<file path="config.mk">
export PLATFORM = sky130hd
export DESIGN_NAME = encoder_rest_detect_zero_calibrate
export DESIGN_NICKNAME = d
export VERILOG_FILES = /design/src/design/ercz_pkg.sv /design/src/design/ercz_window_test.sv /design/src/design/encoder_rest_detect_zero_calibrate.sv
export SDC_FILE = /design/constraint.sdc
export NUM_CORES = 2
export LEC_CHECK = 0
export BUFFER_PORTS_ARGS = -buffer_cell sky130_fd_sc_hd__buf_2
export CAP_MARGIN = 5
export CORE_MARGIN = 5
export CORE_UTILIZATION = 53
export CTS_BUF_LIST = sky130_fd_sc_hd__clkbuf_4 sky130_fd_sc_hd__clkbuf_8
export CTS_CLUSTER_DIAMETER = 200
export DETAILED_ROUTE_END_ITERATION = 8
export GPL_ROUTABILITY_DRIVEN = 0
export PLACE_DENSITY = 0.69
export SYNTH_ARGS = -nofsm -noshare
export SYNTH_HDL_FRONTEND = slang
export SYNTH_HIERARCHICAL = 1
export SYNTH_SLANG_ARGS = --single-unit
</file>
<file path="constraint.sdc">
create_clock -name clk -period 17.09 [get_ports clk]
set_input_delay 1.709 -clock clk [delete_from_list [all_inputs] [get_ports clk]]
set_output_delay 1.709 -clock clk [all_outputs]
set_load 0.05 [all_outputs]
</file>
<file path="src/design/ercz_pkg.sv">
// shared constants and helpers for the encoder rest detector and zero calibrator
package ercz_pkg;

    // field widths
    localparam int SAMPLE_W = 12;
    localparam int ANGLE_W  = SAMPLE_W + 1;
    localparam int LIMIT_W  = 23;
    localparam int XSQ_W    = 2 * SAMPLE_W;

    // rest-test window
    localparam int WINDOW_SAMPLES = 50;
    localparam int CNT_W          = $clog2(WINDOW_SAMPLES);
    localparam int SUM_W          = 18;
    localparam int SUMSQ_W        = 30;
    localparam int PROD_W         = 2 * SUM_W;
    localparam int NQ_W           = SUMSQ_W + $clog2(WINDOW_SAMPLES + 1);
    localparam int N_SQ           = WINDOW_SAMPLES * WINDOW_SAMPLES;
    localparam int NSQ_W          = $clog2(N_SQ + 1);
    localparam int BOUND_W        = LIMIT_W + NSQ_W;
    localparam int CMP_W          = ((PROD_W > BOUND_W) ? PROD_W : BOUND_W) + 1;

    localparam logic [CNT_W-1:0]   LAST_COUNT = CNT_W'(WINDOW_SAMPLES - 1);
    localparam logic [NSQ_W-1:0]   N_SQ_C     = NSQ_W'(N_SQ);
    localparam logic [NQ_W-1:0]    N_C        = NQ_W'(WINDOW_SAMPLES);
    localparam int                 LIMIT_RESET = 10;
    localparam logic [BOUND_W-1:0] BOUND_RESET = BOUND_W'(LIMIT_RESET * N_SQ);

    // angle constants
    localparam logic [SAMPLE_W-1:0] HALF_TURN  = SAMPLE_W'(2048);
    localparam logic [ANGLE_W-1:0]  HALF_ANGLE = {1'b0, HALF_TURN};

    // signed angle of a sample against a zero offset, wrapped to -2047..2048
    function automatic logic [ANGLE_W-1:0] angle_of(
        input logic [SAMPLE_W-1:0] x,
        input logic [SAMPLE_W-1:0] off
    );
        logic [SAMPLE_W-1:0] d;
        d = x - off;
        if (d > HALF_TURN)
        begin
            angle_of = {1'b1, d};
        end
        else
        begin
            angle_of = {1'b0, d};
        end
    endfunction

endpackage

</file>
<file path="src/design/ercz_window_test.sv">
// exact integer variance test on a closed window: N*sum_sq - sum^2 < limit*N^2
module ercz_window_test (
    input  logic                          clk,
    input  logic                          advance,
    input  logic [ercz_pkg::SUM_W-1:0]    sum,
    input  logic [ercz_pkg::SUMSQ_W-1:0]  sum_sq,
    input  logic [ercz_pkg::BOUND_W-1:0]  bound,
    output logic                          verdict
);
    import ercz_pkg::*;

    logic [PROD_W-1:0] sq_reg;
    logic [NQ_W-1:0]   nq_reg;

    // products of the window totals, one register stage
    always_ff @(posedge clk)
    begin
        if (advance)
        begin
            sq_reg <= PROD_W'(sum) * PROD_W'(sum);
            nq_reg <= NQ_W'(sum_sq) * N_C;
        end
    end

    // spread is never negative for a full window, so compare sums directly
    assign verdict = CMP_W'(nq_reg) < (CMP_W'(sq_reg) + CMP_W'(bound));

endmodule

</file>
<file path="src/design/encoder_rest_detect_zero_calibrate.sv">
// top level of the encoder rest detector and zero calibrator
//
// Takes one 12-bit encoder sample per item and returns one result per item: the signed
// angle in counts (4096 per turn) against the captured zero, plus calibration and window
// status. Until calibrated, samples form windows of WINDOW_SAMPLES; a window whose variance
// is below rest_variance_limit makes the following sample the zero reference (its angle
// reads 2048). The block sustains one item per clock cycle in both states while the output
// is not stalled by out_ready; each result passes the input register, window accumulator
// stage, squaring stage and output register. The window verdict is ready as the closing
// sample reaches the squaring stage, and a sample already behind it is corrected on its way out.
// A write to rest_variance_limit is scaled by N*N into the bound register on the same edge.
module encoder_rest_detect_zero_calibrate (
    input  logic                                 clk,
    input  logic                                 rst_n,
    input  logic                                 cfg_wen,
    input  logic [ercz_pkg::LIMIT_W-1:0]         cfg_wdata,
    input  logic                                 in_valid,
    output logic                                 in_ready,
    input  logic [ercz_pkg::SAMPLE_W-1:0]        raw_angle,
    output logic                                 out_valid,
    input  logic                                 out_ready,
    output logic signed [ercz_pkg::ANGLE_W-1:0]  angle_counts,
    output logic                                 is_calibrated,
    output logic                                 window_done,
    output logic                                 window_at_rest
);
    import ercz_pkg::*;

    // configuration
    logic [BOUND_W-1:0]  bound_reg;

    // input stage
    logic                s0_valid_reg;
    logic [SAMPLE_W-1:0] s0_x_reg;
    logic [XSQ_W-1:0]    s0_xsq_reg;

    // calibration and window state
    logic                cal_reg, cal_next;
    logic                cap_reg, cap_next;
    logic [SAMPLE_W-1:0] off_reg, off_next;
    logic [CNT_W-1:0]    count_reg, count_next;
    logic [SUM_W-1:0]    sum_reg, sum_next;
    logic [SUMSQ_W-1:0]  sumsq_reg, sumsq_next;

    // accumulator stage
    logic                s1_valid_reg;
    logic [SAMPLE_W-1:0] s1_x_reg;
    logic [ANGLE_W-1:0]  s1_angle_reg;
    logic                s1_cal_reg;
    logic                s1_done_reg;
    logic                s1_spec_reg;
    logic [SUM_W-1:0]    s1_sum_reg;
    logic [SUMSQ_W-1:0]  s1_sumsq_reg;

    // squaring stage
    logic                s2_valid_reg;
    logic [ANGLE_W-1:0]  s2_angle_reg;
    logic                s2_cal_reg;
    logic                s2_done_reg;
    logic                s2_cap_reg;

    // output register
    logic                out_valid_reg;
    logic [ANGLE_W-1:0]  out_angle_reg;
    logic                out_cal_reg;
    logic                out_done_reg;
    logic                out_rest_reg;

    logic                en;
    logic                commit;
    logic                verdict;
    logic                pass_now;
    logic                take_spec;
    logic                eff_cal;
    logic                eff_cap;
    logic [SAMPLE_W-1:0] eff_off;
    logic                capture;
    logic                accumulate;
    logic                close;
    logic [SUM_W-1:0]    sum_add;
    logic [SUMSQ_W-1:0]  sumsq_add;
    logic [ANGLE_W-1:0]  angle_now;

    // the whole pipeline moves when the output register is free
    assign en       = !out_valid_reg || out_ready;
    assign in_ready = !s0_valid_reg || en;
    assign commit   = en && s0_valid_reg;

    // variance test on the window totals held in the accumulator stage
    ercz_window_test u_window_test (
        .clk     (clk),
        .advance (en),
        .sum     (s1_sum_reg),
        .sum_sq  (s1_sumsq_reg),
        .bound   (bound_reg),
        .verdict (verdict)
    );

    // verdict of a closed window, folded into the state as it leaves the squaring stage
    assign pass_now  = en && s2_valid_reg && s2_done_reg && verdict;
    assign take_spec = pass_now && s1_valid_reg && s1_spec_reg;
    assign eff_cal   = cal_reg || take_spec;
    assign eff_cap   = cap_reg || (pass_now && !(s1_valid_reg && s1_spec_reg));
    assign eff_off   = take_spec ? (s1_x_reg - HALF_TURN) : off_reg;

    // per-item state update
    assign capture    = commit && eff_cap;
    assign accumulate = commit && !eff_cap && !eff_cal;
    assign close      = accumulate && (count_reg == LAST_COUNT);
    assign sum_add    = sum_reg + SUM_W'(s0_x_reg);
    assign sumsq_add  = sumsq_reg + SUMSQ_W'(s0_xsq_reg);

    always_comb
    begin
        cal_next   = eff_cal || capture;
        cap_next   = eff_cap && !capture;
        off_next   = capture ? (s0_x_reg - HALF_TURN) : eff_off;
        count_next = count_reg;
        sum_next   = sum_reg;
        sumsq_next = sumsq_reg;
        if (accumulate)
        begin
            if (close)
            begin
                count_next = '0;
                sum_next   = '0;
                sumsq_next = '0;
            end
            else
            begin
                count_next = count_reg + CNT_W'(1);
                sum_next   = sum_add;
                sumsq_next = sumsq_add;
            end
        end
    end

    assign angle_now = angle_of(s0_x_reg, off_next);

    // control registers
    always_ff @(posedge clk or negedge rst_n)
    begin
        if (!rst_n)
        begin
            bound_reg     <= BOUND_RESET;
            s0_valid_reg  <= 1'b0;
            s1_valid_reg  <= 1'b0;
            s2_valid_reg  <= 1'b0;
            out_valid_reg <= 1'b0;
            cal_reg       <= 1'b0;
            cap_reg       <= 1'b0;
            off_reg       <= '0;
            count_reg     <= '0;
            sum_reg       <= '0;
            sumsq_reg     <= '0;
        end
        else
        begin
            if (cfg_wen)
            begin
                bound_reg <= {{NSQ_W{1'b0}}, cfg_wdata} * {{LIMIT_W{1'b0}}, N_SQ_C};
            end
            if (in_valid && in_ready)
            begin
                s0_valid_reg <= 1'b1;
            end
            else if (en)
            begin
                s0_valid_reg <= 1'b0;
            end
            if (en)
            begin
                s1_valid_reg  <= s0_valid_reg;
                s2_valid_reg  <= s1_valid_reg;
                out_valid_reg <= s2_valid_reg;
                cal_reg       <= cal_next;
                cap_reg       <= cap_next;
                off_reg       <= off_next;
                count_reg     <= count_next;
                sum_reg       <= sum_next;
                sumsq_reg     <= sumsq_next;
            end
        end
    end

    // input payload
    always_ff @(posedge clk)
    begin
        if (in_valid && in_ready)
        begin
            s0_x_reg   <= raw_angle;
            s0_xsq_reg <= XSQ_W'(raw_angle) * XSQ_W'(raw_angle);
        end
    end

    // stage payloads
    always_ff @(posedge clk)
    begin
        if (en)
        begin
            s1_x_reg      <= s0_x_reg;
            s1_angle_reg  <= angle_now;
            s1_cal_reg    <= cal_next;
            s1_done_reg   <= close;
            s1_spec_reg   <= s1_valid_reg && s1_done_reg;
            s1_sum_reg    <= sum_add;
            s1_sumsq_reg  <= sumsq_add;

            s2_angle_reg  <= s1_angle_reg;
            s2_cal_reg    <= s1_cal_reg;
            s2_done_reg   <= s1_done_reg;
            s2_cap_reg    <= take_spec;

            // the item behind a passing window becomes the capture item
            out_angle_reg <= s2_cap_reg ? HALF_ANGLE : s2_angle_reg;
            out_cal_reg   <= s2_cal_reg || s2_cap_reg;
            out_done_reg  <= s2_done_reg;
            out_rest_reg  <= s2_done_reg && verdict;
        end
    end

    assign out_valid      = out_valid_reg;
    assign angle_counts   = signed'(out_angle_reg);
    assign is_calibrated  = out_cal_reg;
    assign window_done    = out_done_reg;
    assign window_at_rest = out_rest_reg;

endmodule

</file>
# Yosys cells after proc, flatten, opt, wreduce, memory -nomap -nowiden
# Index checks and enable logic that the tools add are counted.
# op_classes
n_eq_ne,1
mul,4
order_cmp,2
mux,8
add_sub_neg,7
reduce_logical,30
# ops
cell,count
$add A36 B35 Y37,1
$lt A36 B37 Y1,1
$mul A18 B18 Y36,1
$mul A30 B5 Y35 const B,1
$mul A23 B10 Y33 const B,1
$add A30 B24 Y30,1
$mux W30,1
$mul A12 B12 Y24,1
$mux W12,2
$sub A12 B12 Y12 const B,2
$add A18 B12 Y18,1
$mux W18,1
$logic_and A1 B1 Y1,16
$mux W13,1
$gt A12 B12 Y1 const B,1
$sub A12 B12 Y12,1
$add A6 B1 Y6 const B,1
$eq A6 B6 Y1 const B,1
$logic_not A1 Y1,6
$logic_or A1 B1 Y1,6
$mux W6,1
$mux W1,2
$reduce_and A2 Y1,1
$reduce_bool A2 Y1,1
# totals
elab_cells,82
inputBits,40
ff_bits,320

# Depth between registers and ports, before layout
# depth
ltp_word,12
depth_mapped,37

# Cells and area by module
# The synthesis kept the hierarchy.
# modules_own_cells
module,instances,area_per_inst_um2,cells_each
encoder_rest_detect_zero_calibrate,1,19062.0,1819
ercz_window_test,1,16907.5,1825

# Worst setup path before layout
# OpenSTA, ideal clock, no wires.
# synth_path
path_kind,in2reg
from,input out_ready
to,"register s1_angle_reg[12], data pin"
path_stages,18
setup_time_ps,259
required_time_ps,16831
arrival_ps,7327
n_path_buf,2
slack_ps,9504
path_cell_list,nor2b_1 > inv_2 > and3_1 > and3_1 > clkbuf_1 > buf_2 > mux2i_1 > o21ai_0 > ha_1 > fa_1 > nor2b_1 > o21ai_0 > a21boi_1 > o21ai_0 > a21oi_1 > xnor2_1 > or4_1 > o31a_1
# synth_between
elab_chain_cells,11
# synth_lines
element,line_no,rtl
"start, declared",encoder_rest_detect_zero_calibrate.sv:21,"input logic out_ready,"
$logic_or A1 B1 Y1,encoder_rest_detect_zero_calibrate.sv:85,assign en = !out_valid_reg || out_ready;
net en,encoder_rest_detect_zero_calibrate.sv:69,logic en;
$logic_and A1 B1 Y1 (3 in series),encoder_rest_detect_zero_calibrate.sv:100,assign pass_now = en && s2_valid_reg && s2_done_reg && verdict;
$logic_and A1 B1 Y1 (2 in series),encoder_rest_detect_zero_calibrate.sv:101,assign take_spec = pass_now && s1_valid_reg && s1_spec_reg;
net take_spec,encoder_rest_detect_zero_calibrate.sv:73,logic take_spec;
$mux W12,encoder_rest_detect_zero_calibrate.sv:104,assign eff_off = take_spec ? (s1_x_reg - HALF_TURN) : off_reg;
$mux W12,encoder_rest_detect_zero_calibrate.sv:117,off_next = capture ? (s0_x_reg - HALF_TURN) : eff_off;
net off_next[0],encoder_rest_detect_zero_calibrate.sv:40,"logic [SAMPLE_W-1:0] off_reg, off_next;"
$sub A12 B12 Y12,ercz_pkg.sv:38,d = x - off;
$gt A12 B12 Y1,ercz_pkg.sv:39,if (d > HALF_TURN)
$mux W13,ercz_pkg.sv:39,
net angle_now[12],encoder_rest_detect_zero_calibrate.sv:82,logic [ANGLE_W-1:0] angle_now;
"end signal, assigned",encoder_rest_detect_zero_calibrate.sv:202,s1_angle_reg <= angle_now;
"end, declared",encoder_rest_detect_zero_calibrate.sv:48,logic [ANGLE_W-1:0] s1_angle_reg;
# The timed path passes the listed nets, and every way through them passes these cells.
# A chain may end at the register's enable or synchronous reset.

# Worst setup path after layout
# layout_path
from,register bound_reg[7]
to,"register s1_angle_reg[12], data pin"
# layout_between
elab_chain_cells,10
# layout_lines
element,line_no,rtl
"start, declared",encoder_rest_detect_zero_calibrate.sv:30,logic [BOUND_W-1:0] bound_reg;
"start signal, assigned",encoder_rest_detect_zero_calibrate.sv:161,"bound_reg <= {{NSQ_W{1'b0}}, cfg_wdata} * {{LIMIT_W{1'b0}}, N_SQ_C};"
$add A36 B35 Y37 *,ercz_window_test.sv:26,assign verdict = CMP_W'(nq_reg) < (CMP_W'(sq_reg) + CMP_W'(bound));
$lt A36 B37 Y1 *,ercz_window_test.sv:26,
net verdict,encoder_rest_detect_zero_calibrate.sv:71,logic verdict;
$logic_and A1 B1 Y1 *,encoder_rest_detect_zero_calibrate.sv:100,
"$logic_and A1 B1 Y1, on equally long branches","encoder_rest_detect_zero_calibrate.sv:101, encoder_rest_detect_zero_calibrate.sv:103",
$logic_and A1 B1 Y1 or $logic_or A1 B1 Y1 (tied branches),"encoder_rest_detect_zero_calibrate.sv:101, encoder_rest_detect_zero_calibrate.sv:103",
$mux W12 or $logic_and A1 B1 Y1 (tied branches),"encoder_rest_detect_zero_calibrate.sv:104, encoder_rest_detect_zero_calibrate.sv:107",
$mux W12 *,encoder_rest_detect_zero_calibrate.sv:117,
net off_next[0],encoder_rest_detect_zero_calibrate.sv:40,
$sub A12 B12 Y12 *,ercz_pkg.sv:38,
$gt A12 B12 Y1 *,ercz_pkg.sv:39,
$mux W13 *,ercz_pkg.sv:39,
net angle_now[12],encoder_rest_detect_zero_calibrate.sv:82,
# Mark *: on every way through the listed nets, which the timed path passes. The rest lies on a longest branch.

==> results.md <==
- Share of the core filled with cells in the final layout: 56.9%
- Placed cell areas: 37100 sq um
- Count of standard-cell rows: 95
- Register bit count reported by yosys: 317
- Top FF cell, synth: sky130_fd_sc_hd__edfxtp_1
- Floorplan die width: 271 um
- TritonCTS clock tree: done
- Fin area: 38300 sq um
- Fmax: 0.116 GHz
- Final routed DRC violation total: 0
- Type of element launching the critical path: register
- Detailed Routing Iterations Pass 1: 5
- Clock Sink Count: 317
- Headroom to the max-slew limit: 33.8%
- Buffer cell driving the clock tree root: sky130_fd_sc_hd__clkbuf_8
- Syn Std Cell Area: 36000 sq um
- Detailed-placement wirelength estimate: 55700 um
- Effective utilization at floorplan: 53.5%
- Type of the most critical hold path: reg -> reg
- Hold Fails Final Rpt: 0
- Total negative slack: 0 ns
- Final count of negative-setup-slack endpoints: 0
- Arr. time, crit path: 9.03 ns
- Pin count of the biggest net entering global routing: 112
- Worst Tran Pin Value: 0.994 ns
- Post-Syn Instances: 3644
- Met2 track demand over resource in global routing: 33.1%
- Grt met1 use: 25.8%
- Layout Skew: 0.0332 ns
- Synthesis-to-layout area growth: 6.48%
- Overall via count from detail_route: 24100
- GR met3 Demand/Resource: 2.12%
- Total Routing Usage GR: 19.1%
- Top cell type by total area after synthesis: sky130_fd_sc_hd__fa_1
- Count of buffers added by post-CTS timing repair for setup: 0
- Worst setup path category: reg -> reg
- Clock-pin slew on the worst setup and hold paths: 0.06 ns
- CTS Buffer Depth: 3
- EDFF count, synth: 212
- Average size of a mapped cell: 9.87 sq um
- Final Cycle Share: 50.6%
- Number of antenna violations at the first check in global routing: 0
- Critical path endpoint category: register
- Minimum clock period after layout: 8.65 ns
- Largest driver fanout on the critical path: 15
- Sequential fraction of the synthesis area: 25.0%
- Fraction of layout instances using a drive strength above 1: 6.78%
- Vertical die dimension: 271 um
- Vias in the first global route: 24600
- Most frequent standard cell in the layout excluding fill and tap cells: sky130_fd_sc_hd__inv_1
- Number of nets in the layout: 4584
- Total Die Area: 73200 sq um
- Crit-path max cell delay: 0.70 ns
- Unrepaired setup endpoints after global routing: no
- Clock insertion delay at the later pin of the skew report: 0.64 ns
- Number of unique standard cell types used by synthesis: 94
- Area share of the largest cell type after synthesis: 21.4%
- Highest-utilization routing layer at the global route stage: met2
- Top-level port count: 58
- Total of cells resized after clock tree synthesis: 0
- Detail Route Antenna Nets: 0
- Final number of max-transition violations: 0
- Worst path slowest cell: sky130_fd_sc_hd__and3_1
- Core outline area: 67300 sq um
- Yosys Warn Count: 6
- CTS buffer count: 54
- Vias per cell: 5.22
- Top library cells by usage in the layout, fill and taps aside: sky130_fd_sc_hd__inv_1 (830), sky130_fd_sc_hd__ha_1 (472), sky130_fd_sc_hd__fa_1 (384)
- Required @ worst endpoint: 17.47 ns
- Ranking of synthesized cells by area: sky130_fd_sc_hd__fa_1 (21%), sky130_fd_sc_hd__edfxtp_1 (18%), sky130_fd_sc_hd__ha_1 (16%)
- Count of routing violations after the opening detailed-route iteration: 1067
- Routed wirelength normalized by instance count: 15.1 um
- Post-synthesis async set-or-reset flop share: 33.1%
- Antenna diode count: 0
- Quantity of I/O buffers inserted on ports: 57
- Filler cells: 5871
- H-tree lvl count: 2
- Maximum capacitance violations: 0
- Run status: complete, no violations
- Total overflow reported by the global router: 0
- First-pass GRT wire length: 118000 um
- Number of hold buffers added after cts: 0
- Routed wire length: 69500 um
==> synthesized netlist by cell type, drive strengths merged (7+ instances only) <==
cell / number
nand2b: 16
ha: 472
o21bai: 17
nand3: 41
nand2: 236
o21a: 30
fa: 384
and2: 120
nor2b: 37
nor3: 17
nand4: 32
mux2: 28
edfxtp: 212
clkbuf: 80
mux2i: 16
or3: 16
a221oi: 9
a21oi: 160
and3: 18
xnor2: 128
a31oi: 27
a21boi: 9
or2: 11
o31ai: 16
a211oi: 18
xor2: 58
o31a: 10
a21o: 106
nor2: 129
inv: 831
o211ai: 19
dfrtp: 99
a22o: 27
a2111oi: 9
o21ai: 104
or4: 7
==> kinds of logic (layout without fill, tap and decap cells) <==
| family | after synthesis | count (layout) | share of synthesized area, % |
|---|---|---|---|
| compound gates | 620 | 620 | 12.0 |
| xor+xnor | 186 | 186 | 4.53 |
| fa+ha+maj | 856 | 856 | 37.8 |
| buf+inv | 915 | 1003 | 9.58 |
| flops | 317 | 317 | 25.0 |
| mux | 44 | 44 | 1.32 |
| other cells | 1 | 3 | 0.0104 |
| simple gates | 705 | 705 | 9.71 |
==> through the flow <==
| step | setup slack, ns | std cells | hold slack [ns] |
|---|---|---|---|
| detailed placement | 8.47 | 4505 | 0.406 |
| global route | 7.60 | 4607 | 0.423 |
| global placement | 8.55 | 4505 | 0.403 |
| CTS | 8.45 | 4607 | 0.416 |
| finish | 8.44 | 4607 | 0.416 |
| floorplan | 9.50 | 3646 | 0.400 |
==> per-layer routing <==
layer	up-vias	wire length (um)	share of wire, %
met4	0	2000	2.9
met1	11600	31700	46
li1	12100	-	-
met5	-	0	0
met3	92	2070	3.0
met2	310	33800	49
==> final timing paths <==
check	start	to	slack (ns)	depth (start not counted)
worst max register to register	bound_reg[7]$_DFFE_PN1P_	s1_angle_reg[12]$_DFFE_PN_	8.44	35
worst min register to register	s1_angle_reg[3]$_DFFE_PN_	s2_angle_reg[3]$_DFFE_PN_	0.42	0
worst max-delay path	bound_reg[7]$_DFFE_PN1P_	s1_angle_reg[12]$_DFFE_PN_	8.44	35
worst min-delay path	s1_angle_reg[3]$_DFFE_PN_	s2_angle_reg[3]$_DFFE_PN_	0.42	0
min in group asynchronous	rst_n	off_reg[8]$_DFFE_PN0N_	1.17	1
max in group asynchronous	rst_n	bound_reg[34]$_DFFE_PN0P_	14.72	2
==> layout make-up <==
class | count | area [sq um] | share of cell area (%)
sequential | 317 | 9000 | 23.5
clock buffer | 68 | 892 | 2.33
inverter | 831 | 3120 | 8.16
clock inverter | 34 | 272 | 0.709
timing repair buffer | 70 | 385 | 1.01
multi-input combinational | 2414 | 23500 | 61.4
tap | 873 | 1090 | 2.85
==> critical path, delay by kind of cell (launching register included) <==
family	cells	cell delay (ns)
simple gates	9	2.33
flops	1	0.53
xor+xnor	2	0.21
fa+ha+maj	4	1.08
compound gates	19	3.94
mux	1	0.28
Power is left out: the tool's default activity adds up to more than one toggle a clock period on the data nets, which glitch-free logic cannot reach.
